===== config.mk =====
export PLATFORM = sky130hd
export DESIGN_NAME = bu_fifo
export DESIGN_NICKNAME = d
export VERILOG_FILES = /design/src/rtl/core/bu_pkg.sv /design/src/rtl/core/bu_fifo.sv
export SDC_FILE = /design/constraint.sdc
export NUM_CORES = 1
export LEC_CHECK = 0
export ABC_AREA = 1
export ABC_CLOCK_PERIOD_IN_PS = 8900
export BUFFER_PORTS_ARGS = -buffer_cell sky130_fd_sc_hd__buf_2
export CORE_ASPECT_RATIO = 0.75
export CORE_MARGIN = 1.5
export CORE_UTILIZATION = 30
export DETAILED_ROUTE_END_ITERATION = 12
export MAX_ROUTING_LAYER = met4
export SKIP_CTS_REPAIR_TIMING = 1
export SLEW_MARGIN = 20
export SYNTH_ARGS = -nofsm -noshare
export SYNTH_HDL_FRONTEND = slang
export SYNTH_SLANG_ARGS = --single-unit

===== constraint.sdc =====
create_clock -name clk_i -period 8.9 [get_ports clk_i]
set_input_delay 2.225 -clock clk_i [delete_from_list [all_inputs] [get_ports clk_i]]
set_output_delay 2.225 -clock clk_i [all_outputs]
set_load 0.02 [all_outputs]

===== src/rtl/core/bu_pkg.sv =====
// Shared types and constants of the bilinear upscaler.
// No dependencies; the other files of the block, bar bu_ram, refer to this package by scoped names.
package bu_pkg;

  // Store and field geometry
  localparam int SRC_MAX_W   = 64;
  localparam int SRC_MAX_H   = 64;
  localparam int DST_MAX     = 4096;
  localparam int SAMPLE_BITS = 16;

  localparam int IDX_BITS    = 6;    // source column or row index
  localparam int COORD_BITS  = 12;   // output coordinate
  localparam int SIZE_BITS   = 7;    // source size register
  localparam int DST_BITS    = 13;   // destination size register
  localparam int FRAC_BITS   = 16;   // Q0.16 blend weight

  // Axis mapping: (x*s) << FRAC_BITS divided by d gives index and fraction in one quotient
  localparam int NUM_BITS    = COORD_BITS + IDX_BITS;
  localparam int QUO_BITS    = IDX_BITS + FRAC_BITS;
  localparam int REM_BITS    = COORD_BITS;
  localparam int DIV_STAGES  = QUO_BITS / 2;  // two quotient bits per stage

  localparam int ADDR_BITS   = 2 * IDX_BITS;
  localparam int STORE_DEPTH = SRC_MAX_W * SRC_MAX_H;

  localparam int QUEUE_DEPTH   = 4;
  localparam int CFG_IDX_BITS  = 2;
  localparam int CFG_DATA_BITS = DST_BITS;

  typedef enum logic {
    CMD_WRITE = 1'b0,
    CMD_QUERY = 1'b1
  } cmd_e;

  typedef enum logic [CFG_IDX_BITS-1:0] {
    CFG_SRC_WIDTH  = 2'd0,
    CFG_SRC_HEIGHT = 2'd1,
    CFG_DST_WIDTH  = 2'd2,
    CFG_DST_HEIGHT = 2'd3
  } cfg_idx_e;

  typedef struct packed {
    cmd_e                          cmd;
    logic [IDX_BITS-1:0]           src_col;
    logic [IDX_BITS-1:0]           src_row;
    logic signed [SAMPLE_BITS-1:0] src_value;
    logic [COORD_BITS-1:0]         out_col;
    logic [COORD_BITS-1:0]         out_row;
  } in_item_t;

  typedef struct packed {
    logic signed [SAMPLE_BITS-1:0] out_value;
    logic [COORD_BITS-1:0]         res_col;
    logic [COORD_BITS-1:0]         res_row;
    logic                          coord_error;
  } out_item_t;

  // Effective image sizes after clamping
  typedef struct packed {
    logic [SIZE_BITS-1:0] sw;
    logic [SIZE_BITS-1:0] sh;
    logic [DST_BITS-1:0]  dw;
    logic [DST_BITS-1:0]  dh;
  } sizes_t;

  // Classified item passed from front to back
  typedef struct packed {
    cmd_e                   cmd;
    logic [IDX_BITS-1:0]    wcol;
    logic [IDX_BITS-1:0]    wrow;
    logic [SAMPLE_BITS-1:0] wval;
    logic [COORD_BITS-1:0]  x;
    logic [COORD_BITS-1:0]  y;
    logic                   err;
    logic [NUM_BITS-1:0]    num_x;
    logic [NUM_BITS-1:0]    num_y;
  } op_t;

endpackage


===== src/rtl/core/bu_fifo.sv =====
// Short queue of classified items between the front and the back of the upscaler.
// Depends on bu_pkg for the item type.
module bu_fifo #(
  parameter int DEPTH = bu_pkg::QUEUE_DEPTH
) (
  input  logic        clk_i,
  input  logic        rst_ni,
  input  logic        push_i,
  input  bu_pkg::op_t data_i,
  output logic        full_o,
  input  logic        pop_i,
  output bu_pkg::op_t data_o,
  output logic        empty_o
);

  localparam int PTR_BITS = (DEPTH > 1) ? $clog2(DEPTH) : 1;
  localparam int CNT_BITS = $clog2(DEPTH + 1);

  bu_pkg::op_t         mem_q [DEPTH];
  logic [PTR_BITS-1:0] wr_ptr_q, wr_ptr_d;
  logic [PTR_BITS-1:0] rd_ptr_q, rd_ptr_d;
  logic [CNT_BITS-1:0] cnt_q, cnt_d;
  logic                do_push, do_pop;

  assign full_o  = (cnt_q == CNT_BITS'(DEPTH));
  assign empty_o = (cnt_q == '0);
  assign do_push = push_i && !full_o;
  assign do_pop  = pop_i && !empty_o;
  assign data_o  = mem_q[rd_ptr_q];

  // Advance pointers with wrap, track fill level
  always_comb begin
    wr_ptr_d = wr_ptr_q;
    rd_ptr_d = rd_ptr_q;
    cnt_d    = cnt_q;
    if (do_push) begin
      wr_ptr_d = (wr_ptr_q == PTR_BITS'(DEPTH - 1)) ? '0 : wr_ptr_q + 1'b1;
    end
    if (do_pop) begin
      rd_ptr_d = (rd_ptr_q == PTR_BITS'(DEPTH - 1)) ? '0 : rd_ptr_q + 1'b1;
    end
    case ({do_push, do_pop})
      2'b10:   cnt_d = cnt_q + 1'b1;
      2'b01:   cnt_d = cnt_q - 1'b1;
      default: cnt_d = cnt_q;
    endcase
  end

  always_ff @(posedge clk_i or negedge rst_ni) begin
    if (!rst_ni) begin
      wr_ptr_q <= '0;
      rd_ptr_q <= '0;
      cnt_q    <= '0;
    end else begin
      wr_ptr_q <= wr_ptr_d;
      rd_ptr_q <= rd_ptr_d;
      cnt_q    <= cnt_d;
    end
  end

  // Store pushed beats
  always_ff @(posedge clk_i) begin
    if (do_push) begin
      mem_q[wr_ptr_q] <= data_i;
    end
  end

endmodule


==> flow_summary.ini <==
[die]
core_area_mm2 = 0.0490
dieArea_mm2 = 0.0512
num_rows = 70
io_pins = 186
start_util_pct = 30.5
die_w_um = 261
die_height_um = 196

[cells_and_area]
multi_input_area_mm2 = 0.00287
final_nets = 1388
ff_latch_area_mm2 = 0.0110
nFillCells = 4719
synthToLayoutAreaGrowth_pct = 17.7
drive_above_1_share_pct = 23.4

[sta]
max_slew_margin_pct = 28.4
final_max_slew_viol_count = 0
timing_hold_violations_final = 0
worst_pin_slew_ps = 1070
setup_ws_ps = 3520
rsz0062_at_grt = no
setup_viol = 0
fin_setup_tns_ps = 0
fmaxAchievable_ghz = 0.186
fin_crit_sh_pct = 60.4
fin_skew_ps = 9.53
period_needed_ps = 5380

[logic_synthesis]
yosysTopAreaCellShare_pct = 72.3
ys.warnings.count = 0
yosys.area.top_type = edfxtp_1
synth_seq_area_share_pct = 73.5
syn_avg_cell_area_um2 = 13.5
synthTopCellsByArea = edfxtp_1 72%, nand2_1 7.2%, o211ai_1 6.5%
synth_cell_type_count = 19
syn_area_mm2 = 0.0150
ys_ff_latch = 367
syn_nets = 1211
synth_cells = 1110

[status]
status = completed

[worst_setup_path]
arrival_ps = 3150
required_ps = 6680
r2r_cells = 5
cp-start-kind = flip-flop
worst_setup_path_end_kind = primary output
worstSetupPathType = reg2out
crit_fanout = 56

[grt]
grt_pass1_wl_um = 48600
grt_pass1_vias = 8450
grt_max_degree = 215
gr-total-overflow = 0
grt_antenna_before_repair = 3
track_usage_pct = 12.7

[power_and_ir_drop]
p_leak_uw = 0.00690
powerDensity_mw_per_mm2 = 342
vdd_ir_drop_max_v = 0.000259

[route]
drc = 0
postRouteAntennaNets = 0
firstDrtPassIters = 5
wire_per_inst_um = 16.0
routed_wl_um = 31400
vias = 8563
drt-initial-drc-count = 469
via_per_inst = 4.37

[clock_network]
path_clk_slew_ps = 60
cts_max_path_buffers = 3
cts_root_buffer = clkbuf_16
htree_levels = 2
clk_latency_ps = 540
cts_sinks = 367
cts_made_buffers = 39
cts_tree = built

[placement]
gp_congestion = 0.735
dpl.hpwl_um = 17500
pre_cts_ws_ps = 3860
port_buffers = 185

[job]
drv_cap = 0

[worst_hold_path]
holdPathStages = 1
holdCritPathClass = reg2reg
-- cell type report --
| class | count | share of cell area [%] |
|---|---|---|
| Timing Repair Buffer | 195 | 5.78 |
| Clock buffer | 50 | 6.02 |
| Tap cell | 648 | 4.61 |
| Multi-Input combinational cell | 488 | 16.3 |
| Clock inverter | 13 | 0.569 |
| Inverter | 196 | 4.19 |
| Antenna cell | 4 | 0.0569 |
| Sequential cell | 367 | 62.4 |
-- critical path: stages (launching register included) --
cell and delay [ps]:
dfrtp_4 750, inv_4 710, buf_4 610, o211ai_1 170
nand2_1 110, buf_2 170
-- metrics by stage --
| stage | std cells | power (uW) | util (%) | area, um2 | hold slack, ps |
|---|---|---|---|---|---|
| 2_1_floorplan | 1110 | 3990 | - | 15000 | 466 |
| 3_3_place_gp | 1894 | 4590 | 33.6 | 16400 | 488 |
| 3_5_place_dp | 1894 | 4620 | 33.6 | 16400 | 486 |
| 4_1_cts | 1957 | 6150 | 35.9 | 17600 | 500 |
| 5_1_grt | 1960 | 6410 | 35.9 | 17600 | 530 |
| 6_report | 1961 | 6020 | 36.0 | 17600 | 496 |
-- synthesized netlist by cell type --
library cell and count:
nor2_1 6, buf_6 12, o211ai_2 50, inv_2 3
o211ai_1 130, clkbuf_1 2, ha_1 6, nand3_1 7
nand4_1 1, edfxtp_1 360, nand2_1 285, o21ai_0 1
buf_1 1, xnor2_1 1, buf_4 9, buf_2 35
inv_1 193, dfrtp_1 7, fa_1 1
-- flip-flops by register name, summed over array words and instances (netlist names) --
signal and flops:
mem_q 360, wr_ptr_q 2, rd_ptr_q 2, cnt_q 3
-- kinds of logic after synthesis --
group / count (synthesis) / share of synthesized area, %
AOI/OAI and AO/OA: 181 / 10.7
xor gates and xnor gates: 1 / 0.0586
and+or+nand+nor: 299 / 7.58
DFF: 367 / 73.5
buffers and inverters: 255 / 7.52
adders and majority gates: 7 / 0.636
-- power breakdown --
| part | internal [uW] | switching, uW |
|---|---|---|
| Combinational | 622 | 1440 |
| Clock | 866 | 635 |
| Sequential | 2270 | 183 |
| Total | 3760 | 2260 |
-- cells in the final DEF (no fill, tap or decap), types with 5 or more instances in the layout --
master,instances
edfxtp_1,360
nand2_1,285
inv_1,192
buf_2,185
o211ai_1,130
o211ai_2,50
clkbuf_16,41
clkbuf_1,9
buf_4,8
nand3_1,7
ha_1,6
dfrtp_1,5
-- layer usage --
metal  vias to the layer above  global-route usage (%)  share of wire, %
met5                         -                       -                 0
met4                         0                    4.07               2.2
met3                        53                    3.09               5.9
met2                       189                    19.1                46
met1                      4106                    16.9                46
li1                       4215                       -                 -
-- final timing paths --
path	start	to	slack (ps)
setup / recovery	rd_ptr_q[1]	data_o[68]	3520
hold / removal	cnt_q[0]	cnt_q[0]	500
setup reg to reg	cnt_q[0]	mem_q[0][53]	5800
hold reg to reg	cnt_q[0]	cnt_q[0]	500
max in group asynchronous	rst_ni	rd_ptr_q[0]	7190
min in group asynchronous	rst_ni	wr_ptr_q[1]	1520
(Power assumes the default switching activity.)
