$ cat src/rtl/core/bu_pkg.sv
// Shared types and constants of the bilinear upscaler.
// No dependencies; the other files of the block, bar bu_ram, refer to this package by scoped names.
package bu_pkg;

  // Store and field geometry
  localparam int SRC_MAX_W   = 64;
  localparam int SRC_MAX_H   = 64;
  localparam int DST_MAX     = 4096;
  localparam int SAMPLE_BITS = 16;

  localparam int IDX_BITS    = 6;    // source column or row index
  localparam int COORD_BITS  = 12;   // output coordinate
  localparam int SIZE_BITS   = 7;    // source size register
  localparam int DST_BITS    = 13;   // destination size register
  localparam int FRAC_BITS   = 16;   // Q0.16 blend weight

  // Axis mapping: (x*s) << FRAC_BITS divided by d gives index and fraction in one quotient
  localparam int NUM_BITS    = COORD_BITS + IDX_BITS;
  localparam int QUO_BITS    = IDX_BITS + FRAC_BITS;
  localparam int REM_BITS    = COORD_BITS;
  localparam int DIV_STAGES  = QUO_BITS / 2;  // two quotient bits per stage

  localparam int ADDR_BITS   = 2 * IDX_BITS;
  localparam int STORE_DEPTH = SRC_MAX_W * SRC_MAX_H;

  localparam int QUEUE_DEPTH   = 4;
  localparam int CFG_IDX_BITS  = 2;
  localparam int CFG_DATA_BITS = DST_BITS;

  typedef enum logic {
    CMD_WRITE = 1'b0,
    CMD_QUERY = 1'b1
  } cmd_e;

  typedef enum logic [CFG_IDX_BITS-1:0] {
    CFG_SRC_WIDTH  = 2'd0,
    CFG_SRC_HEIGHT = 2'd1,
    CFG_DST_WIDTH  = 2'd2,
    CFG_DST_HEIGHT = 2'd3
  } cfg_idx_e;

  typedef struct packed {
    cmd_e                          cmd;
    logic [IDX_BITS-1:0]           src_col;
    logic [IDX_BITS-1:0]           src_row;
    logic signed [SAMPLE_BITS-1:0] src_value;
    logic [COORD_BITS-1:0]         out_col;
    logic [COORD_BITS-1:0]         out_row;
  } in_item_t;

  typedef struct packed {
    logic signed [SAMPLE_BITS-1:0] out_value;
    logic [COORD_BITS-1:0]         res_col;
    logic [COORD_BITS-1:0]         res_row;
    logic                          coord_error;
  } out_item_t;

  // Effective image sizes after clamping
  typedef struct packed {
    logic [SIZE_BITS-1:0] sw;
    logic [SIZE_BITS-1:0] sh;
    logic [DST_BITS-1:0]  dw;
    logic [DST_BITS-1:0]  dh;
  } sizes_t;

  // Classified item passed from front to back
  typedef struct packed {
    cmd_e                   cmd;
    logic [IDX_BITS-1:0]    wcol;
    logic [IDX_BITS-1:0]    wrow;
    logic [SAMPLE_BITS-1:0] wval;
    logic [COORD_BITS-1:0]  x;
    logic [COORD_BITS-1:0]  y;
    logic                   err;
    logic [NUM_BITS-1:0]    num_x;
    logic [NUM_BITS-1:0]    num_y;
  } op_t;

endpackage

$ cat src/rtl/core/bu_front.sv
// Front of the upscaler: size registers, input handshake, classification and axis products.
// Depends on bu_pkg; feeds bu_fifo.
module bu_front (
  input  logic                               clk_i,
  input  logic                               rst_ni,
  input  logic                               in_valid_i,
  output logic                               in_ready_o,
  input  bu_pkg::in_item_t                   in_data_i,
  input  logic                               cfg_we_i,
  input  logic [bu_pkg::CFG_IDX_BITS-1:0]    cfg_idx_i,
  input  logic [bu_pkg::CFG_DATA_BITS-1:0]   cfg_data_i,
  output bu_pkg::sizes_t                     sizes_o,
  output logic                               push_o,
  output bu_pkg::op_t                        op_o,
  input  logic                               full_i
);

  localparam int SB = bu_pkg::SIZE_BITS;
  localparam int DB = bu_pkg::DST_BITS;
  localparam int PB = bu_pkg::COORD_BITS + bu_pkg::SIZE_BITS;

  logic [SB-1:0] src_w_q, src_w_d, src_h_q, src_h_d;
  logic [DB-1:0] dst_w_q, dst_w_d, dst_h_q, dst_h_d;
  logic          f_vld_q, f_vld_d;
  bu_pkg::op_t   op_q, op_d;
  logic          accept;
  logic [PB-1:0] px, py;

  // Zero acts as one, anything above the limit acts as the limit
  function automatic logic [DB-1:0] clamp_size(input logic [DB-1:0] v, input logic [DB-1:0] hi);
    logic [DB-1:0] r;
    if (v == '0) begin
      r = DB'(1);
    end else if (v > hi) begin
      r = hi;
    end else begin
      r = v;
    end
    return r;
  endfunction

  // Decode configuration writes
  always_comb begin
    src_w_d = src_w_q;
    src_h_d = src_h_q;
    dst_w_d = dst_w_q;
    dst_h_d = dst_h_q;
    if (cfg_we_i) begin
      case (bu_pkg::cfg_idx_e'(cfg_idx_i))
        bu_pkg::CFG_SRC_WIDTH:  src_w_d = cfg_data_i[SB-1:0];
        bu_pkg::CFG_SRC_HEIGHT: src_h_d = cfg_data_i[SB-1:0];
        bu_pkg::CFG_DST_WIDTH:  dst_w_d = cfg_data_i;
        bu_pkg::CFG_DST_HEIGHT: dst_h_d = cfg_data_i;
        default: ;
      endcase
    end
  end

  always_ff @(posedge clk_i or negedge rst_ni) begin
    if (!rst_ni) begin
      src_w_q <= SB'(64);
      src_h_q <= SB'(64);
      dst_w_q <= DB'(64);
      dst_h_q <= DB'(64);
    end else begin
      src_w_q <= src_w_d;
      src_h_q <= src_h_d;
      dst_w_q <= dst_w_d;
      dst_h_q <= dst_h_d;
    end
  end

  // Effective sizes
  always_comb begin
    sizes_o.sw = SB'(clamp_size(DB'(src_w_q), DB'(bu_pkg::SRC_MAX_W)));
    sizes_o.sh = SB'(clamp_size(DB'(src_h_q), DB'(bu_pkg::SRC_MAX_H)));
    sizes_o.dw = clamp_size(dst_w_q, DB'(bu_pkg::DST_MAX));
    sizes_o.dh = clamp_size(dst_h_q, DB'(bu_pkg::DST_MAX));
  end

  // Take a beat whenever the holding register is free or drains this cycle
  assign in_ready_o = !f_vld_q || !full_i;
  assign accept     = in_valid_i && in_ready_o;
  assign push_o     = f_vld_q && !full_i;
  assign op_o       = op_q;

  // Classify the beat and form the axis products
  always_comb begin
    px         = in_data_i.out_col * sizes_o.sw;
    py         = in_data_i.out_row * sizes_o.sh;
    op_d.cmd   = in_data_i.cmd;
    op_d.wcol  = in_data_i.src_col;
    op_d.wrow  = in_data_i.src_row;
    op_d.wval  = in_data_i.src_value;
    op_d.x     = in_data_i.out_col;
    op_d.y     = in_data_i.out_row;
    op_d.err   = ({1'b0, in_data_i.out_col} >= sizes_o.dw) ||
                 ({1'b0, in_data_i.out_row} >= sizes_o.dh);
    op_d.num_x = px[bu_pkg::NUM_BITS-1:0];
    op_d.num_y = py[bu_pkg::NUM_BITS-1:0];
  end

  always_comb begin
    f_vld_d = f_vld_q;
    if (accept) begin
      f_vld_d = 1'b1;
    end else if (push_o) begin
      f_vld_d = 1'b0;
    end
  end

  always_ff @(posedge clk_i or negedge rst_ni) begin
    if (!rst_ni) begin
      f_vld_q <= 1'b0;
    end else begin
      f_vld_q <= f_vld_d;
    end
  end

  always_ff @(posedge clk_i) begin
    if (accept) begin
      op_q <= op_d;
    end
  end

endmodule

$ cat config.mk
export PLATFORM = sky130hd
export DESIGN_NAME = bu_front
export DESIGN_NICKNAME = d
export VERILOG_FILES = /design/src/rtl/core/bu_pkg.sv /design/src/rtl/core/bu_front.sv
export SDC_FILE = /design/constraint.sdc
export NUM_CORES = 1
export LEC_CHECK = 0
export BUFFER_PORTS_ARGS = -buffer_cell sky130_fd_sc_hd__buf_2
export CELL_PAD_IN_SITES_DETAIL_PLACEMENT = 1
export CELL_PAD_IN_SITES_GLOBAL_PLACEMENT = 1
export CORE_ASPECT_RATIO = 1.25
export CORE_MARGIN = 4
export CORE_UTILIZATION = 45
export CTS_CLUSTER_DIAMETER = 80
export DETAILED_ROUTE_END_ITERATION = 8
export MAX_ROUTING_LAYER = met4
export PLACE_DENSITY_LB_ADDON = 0.1
export SLEW_MARGIN = 20
export SYNTH_ARGS = -nofsm -noshare
export SYNTH_HDL_FRONTEND = slang
export SYNTH_SLANG_ARGS = --single-unit
$ cat constraint.sdc
create_clock -name clk_i -period 6.01 [get_ports clk_i]
set_input_delay 0.3005 -clock clk_i [delete_from_list [all_inputs] [get_ports clk_i]]
set_output_delay 0.3005 -clock clk_i [all_outputs]
set_load 0.01 [all_outputs]
==> impl_metrics.yaml, run 1 <==
worst_setup_path:
  crit_fanout: 21
  slowest_stage: "nor2b_1"
  critPathBufInv: 3
  path_class: "flip-flop to flip-flop"
  max_stage_delay_ns: 0.82
  startpoint_type: "flip-flop"
  crit_path_end_kind: "flip-flop"
  cp_cell_sequence: "nor2b_1, nand2_1, fa_1, fa_1, inv_1, fa_1, inv_1, fa_1, inv_1, ha_1, nand3_1, o2111ai_1, nand4_1, a31oi_1, a211oi_1, xnor2_1"
  crit_family: "adder cells"
  cp.arrival_ns: 5.60
  crit_top_cell: "fa_1"
  crit_required_ns: 6.17
route:
  routed-via-count: 7317
  wl_um: 26300
  via_per_inst: 5.22
  first_pass_iters: 4
  wl_per_cell_um: 18.8
  detail-route-antenna-nets: 0
  drt_iter0_markers: 220
  remaining_drc_errors: 0
synthesis:
  yosysTopAreaCellShare_pct: 26.5
  seq_area_frac_synth_pct: 36.6
  ys.flop_type: "edfxtp_1"
  synthesis.area_um2: 10200
  synth_area_leaders: "edfxtp_1 (27%), fa_1 (19%), ha_1 (12%), dfrtp_1 (9.1%), and2_1 (6.4%)"
  async_flop_share_pct: 31.3
  yosysWarningCount: 0
  synth_common_cells: "inv_1 (115), and2_1 (105), fa_1 (96), ha_1 (94), edfxtp_1 (90)"
  syn-mean-instance-area_um2: 11.3
  ys_ff_latch: 131
  synth_top_area_cell: "edfxtp_1"
  synth-edff-count: 90
  syn_nets: 1164
  synth_most_common_cell: "inv_1"
  ys_types: 48
  syn_inst: 901
sta:
  rsz0062_at_grt: "no"
  finalCritPeriodShare_pct: 90.4
  max_freq_ghz: 0.184
  hold_violations: 0
  fin_skew_ns: 0.0129
  worstMarginPinSlew_ns: 1.01
  finalSetupViolCount: 0
  finalCriticalPeriod_ns: 5.43
  slew_viol_final: 0
  relSlewSlack_pct: 32.7
  fin_tns_setup_ns: 0
global_routing:
  met2_usage_pct: 40.6
  use_met3_pct: 2.82
  grt_pass1_wl_um: 43100
  grt_max_degree: 58
  busiest_layer: "met2"
  grt_pass1_vias: 8402
  antenna_found_initial: 0
  use_met1_pct: 26.7
  grt_overflow: 0
  grt_use_total_pct: 22.5
clock_tree:
  h-tree-depth: 4
  hold_buffers: 0
  insertion_delay_ns: 0.42
  cts-root-buf: "clkbuf_16"
  cts_resized: 0
  cts_tree: "done"
  clk_pin_slew_ns: 0.07
  cts_setup_buffers: 0
  clockBufferDepth: 2
  clock_sinks: 131
  cts_buffers: 17
finish:
  drive_gt1_share_pct: 26.3
  finalNetCount: 1368
  diodes: 0
  fin_area_um2: 12100
  syn2layout_area_growth_pct: 19.0
floorplan:
  core.rowCount: 61
  dieArea_um2: 25100
  die_y_um: 176
  start_util_pct: 45.7
  io_pins: 205
  chipWidth_um: 143
  core_um2: 22300
power:
  powerDensity_nw_per_um2: 413
  vdd_drop_max_uv: 219
  p_leak_uw: 0.00601
hold_path:
  min_path_type: "primary input to async pin"
placed_design:
  placed_area_um2: 11500
  port_buffers: 204
  place.gp.congestion: 0.853
  dp_hpwl_um: 20400
flow_run:
  maxCapViolations: 0
status:
  status: "complete, no violations"
## final cells by class
class                      instances  area, µm²
clock inverter                    12        128
sequential                       131       3730
tap                              283        354
clock buffer                      20        479
inverter                         115        432
timing repair buffer             210       1070
multi-input combinational        630       5930
fill                            2493      10200
## power by group
| group | switching, µW | internal [µW] |
|---|---|---|
| Sequential | 83.6 | 1250 |
| Combinational | 1490 | 1100 |
| Clock | 447 | 636 |
| Total | 2020 | 2980 |
## routing by layer
metal	routed length (µm)	vias up
met2	14300	150
met1	10800	3745
met4	363	0
met5	0	-
li1	-	3396
met3	853	26
## through the flow
step / std cells / hold WS (ns) / setup slack (ns) / power, µW / util [%]
after global routing: 1401 / 0.0359 / 0.0756 / 5480 / 54.4
after CTS: 1401 / 0.0287 / 0.551 / 5090 / 54.4
after detailed placement: 1369 / 0.479 / 0.577 / 3970 / 51.7
after global placement: 1369 / 0.477 / 0.628 / 3900 / 51.7
final: 1401 / 0.0147 / 0.576 / 5010 / 54.4
after floorplan: 901 / 0.00491 / 0.965 / 3240 / -
## worst register-to-register path, cell delays in order (launching register included)
cell	delay (ns)
dfstp_2	0.48
nor2b_1	0.82
nand2_1	0.19
fa_1	0.54
fa_1	0.54
inv_1	0.05
fa_1	0.47
inv_1	0.05
fa_1	0.47
inv_1	0.04
ha_1	0.36
nand3_1	0.09
o2111ai_1	0.34
nand4_1	0.15
a31oi_1	0.31
a211oi_1	0.15
xnor2_1	0.14
## kinds of logic after synthesis
kind of cell	share of synthesized area, %
XOR/XNOR	2.92
AND/OR/NAND/NOR	14.7
buffers and inverters	5.17
multiplexers	4.42
adder cells (fa/ha/maj)	30.4
flip-flops	36.6
AO/OA/AOI/OAI	5.78
## layout by cell type (no fill, tap or decap), types with 13 or more instances in the layout
cell type | netlist | routed
clkbuf_16 | 0 | 19
nand2_1 | 76 | 76
inv_1 | 115 | 115
fa_1 | 96 | 96
nand3_1 | 13 | 13
a21oi_1 | 29 | 29
edfxtp_1 | 90 | 90
buf_2 | 1 | 204
a21o_1 | 14 | 14
nand2b_1 | 24 | 24
and2_1 | 105 | 104
nor2b_1 | 14 | 14
dfrtp_1 | 37 | 37
nor2_1 | 20 | 20
mux2_2 | 40 | 40
xnor2_1 | 19 | 19
ha_1 | 94 | 94
xor2_1 | 15 | 15
## sequential cells by signal (all words and copies together), names as in the netlist
register / count
op_o: 90
dst_h_q: 13
dst_w_q: 13
src_h_q: 7
src_w_q: 7
f_vld_q: 1
## path summary, 6_finish.rpt
check / cells after the start / start / end / slack [ns]
max reg2reg: 16 / src_w_q[6]$_DFFE_PN1P_ / op_o[34]$_DFFE_PP_ / 0.58
min: 1 / rst_ni / f_vld_q$_DFFE_PN0P_ / 0.01
max: 16 / src_w_q[6]$_DFFE_PN1P_ / op_o[34]$_DFFE_PP_ / 0.58
min in group clk_i: 1 / in_data_i[36] / op_o[73]$_DFFE_PP_ / 0.06
min reg2reg: 1 / src_w_q[0]$_DFFE_PN0P_ / src_w_q[0]$_DFFE_PN0P_ / 0.51
max in group asynchronous: 1 / rst_ni / src_h_q[2]$_DFFE_PN0P_ / 5.41
(Power assumes the default switching activity.)
==> inputs of run 2 (changes only) <==
--- a/config.mk
+++ b/config.mk
@@ -6,14 +6,13 @@
 export NUM_CORES = 1
 export LEC_CHECK = 0
 export BUFFER_PORTS_ARGS = -buffer_cell sky130_fd_sc_hd__buf_2
-export CELL_PAD_IN_SITES_DETAIL_PLACEMENT = 1
-export CELL_PAD_IN_SITES_GLOBAL_PLACEMENT = 1
+export CELL_PAD_IN_SITES_DETAIL_PLACEMENT = 0
+export CELL_PAD_IN_SITES_GLOBAL_PLACEMENT = 2
 export CORE_ASPECT_RATIO = 1.25
 export CORE_MARGIN = 4
-export CORE_UTILIZATION = 45
+export CORE_UTILIZATION = 37
 export CTS_CLUSTER_DIAMETER = 80
 export DETAILED_ROUTE_END_ITERATION = 8
-export MAX_ROUTING_LAYER = met4
 export PLACE_DENSITY_LB_ADDON = 0.1
 export SLEW_MARGIN = 20
 export SYNTH_ARGS = -nofsm -noshare
==> run 2 against run 1 <==
  * Cell count grew 4.4%
  * Combinational power fell by 2%
  * Via count down 3.1%
  * Die area up 20%
  * Wire length fell by 6.1%
  * Global-route usage is 5.3 points lower
  * Critical path depth did not move
==> impl_metrics.yaml, run 2 (synthesized netlist as in run 1, its figures left out) <==
route:
  wl_met1_um: 11100
  wl_um: 24700
  detail-route-antenna-nets: 0
  routed-via-count: 7092
  routed.top_layer: "met4"
  remaining_drc_errors: 0
  drt_iter0_markers: 234
  via_per_inst: 4.85
  first_pass_iters: 4
  wl_met2_um: 12100
  wl_per_cell_um: 16.9
  wl_met3_um: 1240
finish:
  fillCellCount: 2664
  largest_register_ffs: 90
  final_common_cell: "buf_2"
  fin_area_um2: 12200
  diodes: 0
  syn2layout_area_growth_pct: 19.9
  drive_gt1_share_pct: 26.2
  final_cell_mix: "buf_2 (204), inv_1 (115), and2_1 (104)"
  finalNetCount: 1367
worst_setup_path:
  crit_path_end_kind: "flip-flop"
  cp_cell_sequence: "nor2b_1, nand2_1, fa_1, fa_1, inv_1, fa_1, inv_1, fa_1, inv_1, ha_1, nand3_1, o2111ai_1, nand4_1, a31oi_1, a211oi_1, xnor2_1"
  crit_top_cell: "fa_1"
  path_class: "flip-flop to flip-flop"
  startpoint_type: "flip-flop"
  cp.arrival_ns: 5.65
  slowest_stage: "nor2b_1"
  max_stage_delay_ns: 0.83
  crit_fanout: 21
  crit_required_ns: 6.19
power:
  seqPwrFrac_pct: 26.9
  intPower_uw: 2990
  combPwrFrac_pct: 51.0
  p_switching_uw: 1970
  powerDensity_nw_per_um2: 406
  clockPowerShare_pct: 22.2
  p_leak_uw: 0.00601
  total_power_uw: 4960
  swShare_pct: 39.7
  vdd_drop_max_uv: 195
floorplan:
  core.rowCount: 67
  io_pins: 205
  dieArea_um2: 30300
  die_y_um: 194
  core_um2: 27000
  chipWidth_um: 156
  start_util_pct: 37.8
sta:
  finalCritPeriodShare_pct: 91.1
  worstMarginPinSlew_ns: 1.03
  max_freq_ghz: 0.183
  fin_skew_ns: 0.00920
  finalSetupViolCount: 0
  fin_tns_setup_ns: 0
  rsz0062_at_grt: "no"
  hold_violations: 0
  finalCriticalPeriod_ns: 5.48
  slew_viol_final: 0
  worst_slack_ns: 0.533
  whs_ns: 0.0256
  relSlewSlack_pct: 31.1
global_routing:
  grt_max_degree: 60
  antenna_found_initial: 0
  grt_pass1_vias: 7805
  grt_pass1_wl_um: 41300
  grt_overflow: 0
  grt_use_total_pct: 17.1
clock_tree:
  cts_buffers: 17
  cts_tree: "done"
  insertion_delay_ns: 0.43
  cts_resized: 0
  cts_setup_buffers: 0
  clk_pin_slew_ns: 0.06
  cts-root-buf: "clkbuf_16"
  clock_sinks: 131
  hold_buffers: 0
  h-tree-depth: 4
  clockBufferDepth: 2
placed_design:
  pre_cts_slack_ns: 0.496
  place.gp.congestion: 0.757
  dp_hpwl_um: 19300
  port_buffers: 204
  placed_area_um2: 11600
hold_path:
  min_path_type: "primary input to async pin"
flow_run:
  maxCapViolations: 0
status:
  status: "complete, no violations"
-- run 2: cell count changes in the layout (fill, tap and decap cells not counted) --
cell and change:
buf_4 -1, bufinv_16 -1, clkinv_4 +1, inv_4 -2
clkbuf_16 +3, inv_6 +1, inv_8 -3, clkinv_2 +1
-- run 2: cell type report --
class                      instances  area, µm²  area share (%)
clock inverter                     9       73.8           0.604
clock buffer                      23        554            4.54
tap                              345        432            3.53
inverter                         115        432            3.53
multi-input combinational        630       5930            48.6
timing repair buffer             209       1060            8.66
sequential                       131       3730            30.6
-- run 2: worst paths after layout --
check	start	endpoint	slack, ns	cells after the start
max	src_w_q[6]$_DFFE_PN1P_	op_o[34]$_DFFE_PP_	0.53	16
min	rst_ni	dst_w_q[5]$_DFFE_PN0P_	0.03	1
max reg2reg	src_w_q[6]$_DFFE_PN1P_	op_o[34]$_DFFE_PP_	0.53	16
min reg2reg	src_h_q[0]$_DFFE_PN0P_	src_h_q[0]$_DFFE_PN0P_	0.51	1
max in group asynchronous	rst_ni	dst_h_q[7]$_DFFE_PN0P_	5.39	1
min in group clk_i	in_data_i[24]	op_o[61]$_DFFE_PP_	0.05	1
-- run 2: power by group through the flow --
stage	sequential, µW	clock [µW]	combinational (µW)
CTS	1340	1130	2590
floorplan	1390	0	1850
global placement	1350	0	2580
finish	1330	1100	2530
global route	1360	1180	2940
detailed placement	1360	0	2570
-- run 2: through the flow --
stage | utilization [%] | instances
after CTS | 45.3 | 1462
after floorplan | - | 901
after global routing | 45.3 | 1462
final | 45.3 | 1462
after global placement | 42.9 | 1430
after detailed placement | 42.9 | 1430
-- run 2: worst max-delay path: cells and delay by family, from the launching register on --
| kind | cells | cell delay [ns] |
|---|---|---|
| compound gates | 3 | 0.81 |
| xor+xnor | 1 | 0.14 |
| fa+ha+maj | 5 | 2.40 |
| buf+inv | 3 | 0.14 |
| flops | 1 | 0.47 |
| simple gates | 4 | 1.27 |
-- run 2: routing by layer --
layer,up-vias,track usage [%]
met2,163,29.4
li1,3402,-
met5,-,0
met1,3505,22.1
met4,0,4.12
met3,22,3.51
==> inputs of run 3 (changes only) <==
--- a/config.mk
+++ b/config.mk
@@ -13,6 +13,7 @@
 export CORE_UTILIZATION = 37
 export CTS_CLUSTER_DIAMETER = 80
 export DETAILED_ROUTE_END_ITERATION = 8
+export MAX_ROUTING_LAYER = met4
 export PLACE_DENSITY_LB_ADDON = 0.1
 export SLEW_MARGIN = 20
 export SYNTH_ARGS = -nofsm -noshare
==> run 3 against run 2 <==
  * Fmax is 0.56% higher
  * Clock power hardly changed
  * Die area stayed put
  * Power hardly changed
  * Combinational power hardly changed
  * Utilization stayed put
  * Sequential cell count stayed put
  * Critical path type unchanged
  * Highest routed layer unchanged
==> impl_metrics.yaml, run 3 (synthesized netlist as in run 1, its figures left out) <==
global_routing:
  grt_max_degree: 60
  grt_use_total_pct: 17.6
  antenna_found_initial: 0
  grt_overflow: 0
  grt_pass1_wl_um: 41300
  grt_pass1_vias: 7795
power:
  powerDensity_nw_per_um2: 406
  p_switching_uw: 1970
  seqPwrFrac_pct: 26.9
  intPower_uw: 2990
  swShare_pct: 39.7
  vdd_drop_max_uv: 194
  combPwrFrac_pct: 51.0
  p_leak_uw: 0.00601
  clockPowerShare_pct: 22.1
sta:
  hold_violations: 0
  finalSetupViolCount: 0
  finalCriticalPeriod_ns: 5.45
  relSlewSlack_pct: 33.7
  worstMarginPinSlew_ns: 0.992
  fin_skew_ns: 0.00921
  slew_viol_final: 0
  rsz0062_at_grt: "no"
  fin_tns_setup_ns: 0
  max_freq_ghz: 0.184
  finalCritPeriodShare_pct: 90.6
clock_tree:
  h-tree-depth: 4
  cts-root-buf: "clkbuf_16"
  hold_buffers: 0
  cts_tree: "done"
  clk_pin_slew_ns: 0.06
  cts_buffers: 17
  cts_resized: 0
  clockBufferDepth: 2
  insertion_delay_ns: 0.43
  cts_setup_buffers: 0
  clock_sinks: 131
finish:
  final_core_util_pct: 45.3
  diodes: 0
  syn2layout_area_growth_pct: 19.9
  final_common_cell: "buf_2"
  drive_gt1_share_pct: 26.2
  largest_register_ffs: 90
  fillCellCount: 2664
  multi_input_area_um2: 5930
  finalNetCount: 1367
  regArea_um2: 3730
  final_cell_mix: "buf_2 (204), inv_1 (115), and2_1 (104)"
worst_setup_path:
  crit_family: "adder cells"
  cp_cell_sequence: "nor2b_1, nand2_1, fa_1, fa_1, inv_1, fa_1, inv_1, fa_1, inv_1, ha_1, nand3_1, o2111ai_1, nand4_1, a31oi_1, a211oi_1, xnor2_1"
  rr_endpoint: "op_o[34]$_DFFE_PP_"
  cp.arrival_ns: 5.62
  timing.rr.start: "src_w_q[6]$_DFFE_PN1P_"
  cp_num_cells: 16
  path_class: "flip-flop to flip-flop"
  slowest_stage: "nor2b_1"
  reg2reg_depth: 16
  crit_fanout: 21
  crit_top_cell: "fa_1"
  r2r_setup_slack_ns: 0.56
  crit_path_end_kind: "flip-flop"
  startpoint_type: "flip-flop"
  critPathBufInv: 3
  max_stage_delay_ns: 0.80
  crit_required_ns: 6.18
floorplan:
  start_util_pct: 37.8
  core_um2: 27000
  chipWidth_um: 156
  die_y_um: 194
  io_pins: 205
  core.rowCount: 67
  dieArea_um2: 30300
placed_design:
  port_buffers: 204
  dp_hpwl_um: 19300
  place.gp.congestion: 0.767
hold_path:
  min_path_type: "primary input to async pin"
route:
  drt_iter0_markers: 258
  remaining_drc_errors: 0
  via_per_inst: 4.86
  wl_per_cell_um: 16.9
  detail-route-antenna-nets: 0
  wl_um: 24700
  first_pass_iters: 4
  routed-via-count: 7102
status:
  status: "complete, no violations"
flow_run:
  maxCapViolations: 0
[run 3: power by group through the flow]
| stage | Combinational [µW] | Clock, µW | Sequential (µW) |
|---|---|---|---|
| after global routing | 2940 | 1180 | 1360 |
| after global placement | 2580 | 0 | 1350 |
| final | 2530 | 1100 | 1330 |
| after CTS | 2590 | 1130 | 1340 |
| after detailed placement | 2570 | 0 | 1360 |
| after floorplan | 1850 | 0 | 1390 |
[run 3: how the worst max path moves through the flow]
stage | start | endpoint | slack, ns
floorplan | src_h_q[6]$_DFFE_PN1P_ | op_o[14]$_DFFE_PP_ | 0.97
global placement | src_w_q[6]$_DFFE_PN1P_ | op_o[34]$_DFFE_PP_ | 0.54
detailed placement | src_w_q[6]$_DFFE_PN1P_ | op_o[34]$_DFFE_PP_ | 0.50
CTS | src_w_q[6]$_DFFE_PN1P_ | op_o[34]$_DFFE_PP_ | 0.49
global route | src_w_q[6]$_DFFE_PN1P_ | op_o[34]$_DFFE_PP_ | 0.18
finish | src_w_q[6]$_DFFE_PN1P_ | op_o[34]$_DFFE_PP_ | 0.56
[run 3: area by class of cell]
type	instances	share of cell area (%)
Multi-Input combinational cell	630	48.6
Timing Repair Buffer	209	8.66
Clock inverter	9	0.604
Sequential cell	131	30.6
Clock buffer	23	4.54
Tap cell	345	3.53
Inverter	115	3.53
[run 3: per-stage QoR]
stage	instance area (µm²)	std cells	setup WS [ns]	total power [µW]	hold slack (ns)
2_1_floorplan	10200	901	0.965	3240	0.00491
3_3_place_gp	11600	1430	0.543	3930	0.477
3_5_place_dp	11600	1430	0.496	3920	0.479
4_1_cts	12200	1462	0.487	5060	0.0248
5_1_grt	12200	1462	0.176	5470	0.0268
6_report	12200	1462	0.563	4960	0.0242
[run 3: metal layers]
metal / global-route usage (%) / routed length [µm] / vias to the layer above
li1: - / - / 3404
met1: 22.4 / 11200 / 3510
met2: 29.4 / 12100 / 165
met3: 3.06 / 1130 / 23
met4: 4.12 / 298 / 0
met5: - / 0 / -
